**config.mk**
```make
export PLATFORM = sky130hd
export DESIGN_NAME = lts_cell
export DESIGN_NICKNAME = d
export VERILOG_FILES = /design/src/rtl/lts_pkg.sv /design/src/rtl/lts_cell.sv
export SDC_FILE = /design/constraint.sdc
export NUM_CORES = 1
export LEC_CHECK = 0
export BUFFER_PORTS_ARGS = -buffer_cell sky130_fd_sc_hd__buf_2
export CAP_MARGIN = 15
export CELL_PAD_IN_SITES_DETAIL_PLACEMENT = 0
export CELL_PAD_IN_SITES_GLOBAL_PLACEMENT = 2
export CORE_UTILIZATION = 36
export CTS_BUF_LIST = sky130_fd_sc_hd__clkbuf_4 sky130_fd_sc_hd__clkbuf_8
export CTS_CLUSTER_DIAMETER = 60
export DETAILED_ROUTE_END_ITERATION = 8
export PLACE_DENSITY = 0.95
export SYNTH_ARGS = -nofsm -noshare
export SYNTH_HDL_FRONTEND = slang
export SYNTH_SLANG_ARGS = --single-unit
export TNS_END_PERCENT = 1
```
**constraint.sdc**
```tcl
create_clock -name clk -period 16.09 [get_ports clk]
set_clock_uncertainty 0.15 [all_clocks]
set_input_delay 2.4135 -clock clk [delete_from_list [all_inputs] [get_ports clk]]
set_output_delay 2.4135 -clock clk [all_outputs]
set_load 0.005 [all_outputs]
```
**src/rtl/lts_pkg.sv**
```systemverilog
package lts_pkg;

  // operation codes
  localparam logic [2:0] OP_LOOKUP  = 3'd0;
  localparam logic [2:0] OP_RESERVE = 3'd1;
  localparam logic [2:0] OP_COMMIT  = 3'd2;
  localparam logic [2:0] OP_DISCARD = 3'd3;
  localparam logic [2:0] OP_INVAL   = 3'd4;

  // slot numbers inside the chain; wide enough for the largest slot count
  localparam int SLOT_W = 8;

  typedef struct packed {
    logic [2:0]  op;
    logic [31:0] lookup_key;
    logic [3:0]  slot_index;
  } in_t;

  typedef struct packed {
    logic        success;
    logic [3:0]  slot_out;
    logic [31:0] hits_seen;
    logic [31:0] misses_seen;
  } out_t;

  // search record that walks down the cell chain
  typedef struct packed {
    logic              vld;
    logic [2:0]        op;
    logic [31:0]       key;
    logic [3:0]        idx;
    logic [4:0]        n;
    logic [31:0]       stamp;
    logic              hit;
    logic [SLOT_W-1:0] hit_slot;
    logic              free_found;
    logic [SLOT_W-1:0] free_slot;
    logic              age_found;
    logic [SLOT_W-1:0] age_slot;
    logic [31:0]       best_age;
  } tok_t;

  // broadcast controls from the controller to every cell
  typedef struct packed {
    logic              clear;
    logic              grant_vld;
    logic [SLOT_W-1:0] grant_slot;
    logic [31:0]       grant_key;
  } cell_ctl_t;

endpackage

```
**src/rtl/lts_cell.sv**
```systemverilog
module lts_cell
  import lts_pkg::*;
#(
  parameter int IDX = 0
) (
  input  logic      clk,
  input  logic      rst,
  input  cell_ctl_t ctl,
  input  tok_t      tin,
  output tok_t      tout
);

  logic [31:0] key;
  logic        valid;
  logic        reserved;
  logic [31:0] age;

  logic in_range;
  logic idx_hit;
  tok_t t;

  assign in_range = 32'(IDX) < {27'b0, tin.n};
  assign idx_hit  = in_range && (SLOT_W'({4'b0, tin.idx}) == SLOT_W'(IDX));

  always_comb begin
    t = tin;
    if (tin.vld && in_range) begin
      case (tin.op)
        OP_LOOKUP: begin
          if (!tin.hit && valid && key == tin.key) begin
            t.hit      = 1'b1;
            t.hit_slot = SLOT_W'(IDX);
          end
        end
        OP_RESERVE: begin
          if (!reserved && !tin.free_found) begin
            if (!valid) begin
              t.free_found = 1'b1;
              t.free_slot  = SLOT_W'(IDX);
            end else if (!tin.age_found || age < tin.best_age) begin
              t.age_found = 1'b1;
              t.age_slot  = SLOT_W'(IDX);
              t.best_age  = age;
            end
          end
        end
        default: ;
      endcase
    end
  end

  always_ff @(posedge clk) begin
    if (rst) begin
      tout.vld <= 1'b0;
    end else begin
      tout <= t;
    end
  end

  always_ff @(posedge clk) begin
    if (rst) begin
      valid    <= 1'b0;
      reserved <= 1'b0;
      age      <= '0;
    end else if (ctl.clear) begin
      valid    <= 1'b0;
      reserved <= 1'b0;
    end else if (ctl.grant_vld && ctl.grant_slot == SLOT_W'(IDX)) begin
      valid    <= 1'b0;
      reserved <= 1'b1;
    end else if (tin.vld && in_range) begin
      case (tin.op)
        OP_LOOKUP: begin
          if (!tin.hit && valid && key == tin.key) begin
            age <= tin.stamp;
          end
        end
        OP_COMMIT: begin
          if (idx_hit) begin
            valid    <= 1'b1;
            reserved <= 1'b0;
            age      <= tin.stamp;
          end
        end
        OP_DISCARD: begin
          if (idx_hit) begin
            valid    <= 1'b0;
            reserved <= 1'b0;
          end
        end
        OP_INVAL: begin
          valid    <= 1'b0;
          reserved <= 1'b0;
        end
        default: ;
      endcase
    end
  end

  // tag key has no reset
  always_ff @(posedge clk) begin
    if (ctl.grant_vld && ctl.grant_slot == SLOT_W'(IDX)) begin
      key <= ctl.grant_key;
    end
  end

endmodule

```
== Yosys cells after proc, flatten, opt, wreduce, memory -nomap -nowiden ==
Cells that the tools add are included.

* Output and inout bits: 136
* Register bits after elaboration: 202
* Logic and storage cells: 71

* Eq/ne operators: 9
* Reduce and logical (&&, ||, !) cells: 24
* Order comparisons: 2
* Mux-type cells: 17
* Bitwise logic cells: 2

{| class="wikitable"
|+ Operators by type and width
! kind !! count
|-
| two-way mux 50 bit || 2
|-
| two-way mux 41 bit || 2
|-
| two-way mux 32 bit || 2
|-
| case mux 32 bit (2 select lines) || 1
|-
| two-way mux 59 bit || 1
|-
| == test 32 bit || 1
|-
| < comparator 32 bit || 1
|-
| two-way mux 9 bit || 3
|-
| logical NOT 8 bit || 1
|-
| == test 3 x 2 -> 1 bit, second input constant || 2
|-
| logical AND 1 bit || 6
|-
| inequality test 2 bit, second input constant || 3
|-
| AND reduction 6 bit || 1
|-
| nonzero test 3 bit || 2
|-
| < comparator 1 x 5 -> 1 bit, first input constant || 1
|-
| logical NOT 1 bit || 4
|-
| logical NOT 4 bit || 1
|-
| two-way mux 1 bit || 4
|-
| AND reduction 4 bit || 1
|-
| nonzero test 2 bit || 2
|-
| OR reduction 2 bit || 2
|-
| == test 3 x 1 -> 1 bit, second input constant || 1
|-
| == test 3 bit, second input constant || 1
|-
| logical NOT 3 bit || 1
|-
| 7 further kinds || 8
|}

== Depth between registers and ports, before layout ==
* Depth after elaboration: 7
* Gate-level depth with buffers: 9
* Mapped depth without buffers: 8

== Worst setup path after synthesis ==
Ideal clock, no wire load.

* Path type: input port to flip-flop
* From: input port rst
* To: register tout[0] in the netlist's numbering (enable)
* Buffers on the path: 2
* Setup slack: 8800 ps
* Arrival time: 6588 ps
* Data required time: 15388 ps
* Stages on the path: 3
* Cells stage by stage: inv_1 clkbuf_1 clkbuf_1

{| class="wikitable"
|+ RTL lines
! what !! line !! RTL
|-
| start: declaration || lts_cell.sv:7 || <nowiki>input logic rst,</nowiki>
|-
| end signal: assignment || lts_cell.sv:56 || <nowiki>tout <= t;</nowiki>
|-
| end: declaration || lts_cell.sv:10 || <nowiki>output tok_t tout</nowiki>
|}

No word-level cell between the ends.

==> metrics.md <==
| Metric | Value |
|---|---|
| Vias post-DR | ~5500 |
| Layout cells sized above 1 | a little under half |
| Total negative slack | 0 ns |
| Routed vias/inst | 4.540 |
| Sequential share of the synthesized area | 68.97% |
| CTS Buf Count | 37 |
| CTS tree | done |
| Placed Cells incl. Taps | 1150 |
| RD Place Congestion | 0.7814 |
| Chip height | roughly 150 um |
| IO Port Bufs | 315 |
| Measured slew at the worst slew-check pin | 1.064 ns |
| Syn Area/Cell | around 15 sq um |
| DP HPWL | 14.58 mm |
| CP cell instances | buf_2, inv_1, ha_1, a21oi_1, o21ai_0, a221oi_1, o21ai_0, a221oi_4, buf_4, mux2_2 |
| Initial core utilization | 36.60% |
| Reg clk slew, reported paths | 0.06 ns |
| Final core occ | 48.15% |
| Peak VDD IR | 0.06280 mV |
| Maximum clock rate | 202.0 MHz |
| Max incr delay on CP | 0.51 ns |
| Crit path max-delay family | compound AO/OA/AOI/OAI gates |
| CP endpoint kind | register |
| Most numerous cell in the Yosys netlist | edfxtp_1 |
| Vias in the first global route | roughly 5700 |
| RSZ-0062 raised after global routing | no |
| Top-area cell type share of the netlist area | 60.52% |
| I/O pin total | 316 |
| CTS sink count | 202 |
| Startpoint Class | input port |
| Worst hold path type | register to register |
| P&R area growth vs syn | 31.56% |
| H-tree Lvls | 2 |
| Synth cell count leaders | edfxtp_1, nand2_1, inv_1, dfxtp_1, mux2i_1 |
| Most used cell, CP | o21ai_0 |
| Finished Layout Cells | 1221 |
| WP buf/inv | 3 |
| DR iter-0 viols | 194 |
| Root buf cell | clkbuf_8 |
| Postcts setup bufs | 0 |
| Asr flop ratio synth | 0% |
| Area contributors post-synth | edfxtp_1, dfxtp_1, ha_1 |
| Std cell rows | 55 |
| Cts repair resizes | 0 |
| Number of synthesized flops with an enable pin | 167 |
| Post-Syn Area | 0.008287 sq mm |
| Yosys reg bits | 202 |
| DRC violations left | 0 |
| Max-Cap Viols | 0 |
| Post-Synthesis Cells | 560 |
| Area of the die | between 0.02 and 0.025 sq mm |
| Pwr per Cell Area | 108.0 mW/mm^2 |
| All-Layer GR Usage | 16.76% |
| Synth cell types | 42 |
| First-pass GRT wire length | about 30 mm |
| Endpoints failing setup | 0 |
| CP max-delay cell | buf_4 |
| Final worst path period need | 4.951 ns |
| Max Slew Vio Count | 0 |
| Die Width | 153.7 um |
| Syn Nets | 771 |
| DRT Pass-1 Iters | 4 |
| P_leak | 4.586 nW |
| Largest area contributor in the netlist | edfxtp_1 |
| YS warnings | 0 |
| CP required | 16.20 ns |
| Final hold vios | 0 |
| Critical Path Fanout Max | 40 |
| Nets | 1115 |
| Clock buffer depth | 3 |
| Slew Limit Headroom | 29.10% |
| Clk_lat worst skew | 0.51 ns |
| Pin count of the biggest net entering global routing | 107 |
| CTS Hold Bufs | 0 |
| Critical path arrival | 5.06 ns |
| Routed Wire Length | around 20 mm |
| GR Overflow Total | 0 |
| Top_reg_cell synth | edfxtp_1 |
| Final ANT Viol Nets | 0 |
| Filler cells | between 2000 and 2500 |
| Initial antenna violation count | 6 |
| WS Path Type | input port to register |
| Per-cell routed wire length | 16.48 um |
| Core area | ~0.023 sq mm |
| Status | finished clean |
| Final total power | 0.001177 W |
| Period utilisation layout | between 30% and 40% |
## metal layers
| layer | track usage (%) | vias up | wire length [um] |
|---|---|---|---|
| met5 | 0 | - | 30 |
| met4 | 8.333 | 4 | 781 |
| met3 | 4.848 | 59 | 1228 |
| met2 | 27.58 | 197 | 9525 |
| met1 | 20.09 | 2536 | 8552 |
| li1 | - | 2747 | - |
## sequential cells by signal, summed over array words and instances (netlist names)
signal    cells
key          32
tout        136
reserved      1
valid         1
age          32
## worst min-delay path: stages, from the launching register on
cell     delay [ns]
dfxtp_1        0.32
nand2_1        0.05
mux2i_1        0.05
## stage by stage
| stage | hold slack [ns] | instance area [sq um] | setup WS, ns |
|---|---|---|---|
| after floorplan | 0.2946 | 8287 | 8.800 |
| after global placement | 0.3089 | 10160 | 10.73 |
| after detailed placement | 0.3161 | 10160 | 10.68 |
| after CTS | 0.3280 | 10890 | 11.22 |
| after global routing | 0.3444 | 10900 | 10.96 |
| final | 0.3250 | 10900 | 11.14 |
## cells by family after synthesis
group	Yosys count	synth area share [%]
and+or+nand+nor	144	8.516
buffers and inverters	54	3.035
DFF	202	68.97
muxes	65	8.335
xor gates and xnor gates	25	2.642
AOI/OAI and AO/OA	39	3.820
adders and majority gates	31	4.681
## layout make-up
type | instances | area, sq um | area share [%]
Sequential cell | 202 | 5715 | 52.43
Antenna cell | 4 | 10.01 | 0.09182
Tap cell | 285 | 356.6 | 3.271
Multi-Input combinational cell | 304 | 2326 | 21.34
Timing Repair Buffer | 319 | 1607 | 14.74
Clock buffer | 58 | 685.7 | 6.289
Inverter | 40 | 155.1 | 1.423
Clock inverter | 9 | 46.29 | 0.4247
## path summary, 6_finish.rpt
path	slack, ns	depth (start not counted)	from	endpoint
max	11.14	10	tin[17]	tout[16]
min	0.32	2	age[28]	age[28]
max reg2reg	12.87	8	age[17]	tout[16]
min reg2reg	0.32	2	age[28]	age[28]
## where the power goes
part           switching (W)  total (W)  internal, W
clock               0.000211   0.000482     0.000271
combinational      0.0000468  0.0000913    0.0000446
sequential        0.00000630   0.000604     0.000597
## cell usage in the layout (no fill, tap or decap), types with 5 or more instances in the layout
master    Yosys  layout
clkbuf_8      0      40
inv_1        40      39
nor4_1        6       5
nand4_1      11      11
mux2i_1      33      33
clkbuf_4      0      18
xnor2_1      24      24
nor2b_1      26      26
a21oi_1      12      12
ha_1         31      31
nand2_1      74      74
dfxtp_1      35      35
buf_2         0     315
edfxtp_1    167     167
o21ai_0       6       6
nor2_1        9       9
mux2_2       32      32
No activity file was read; power rests on OpenSTA's default activity.
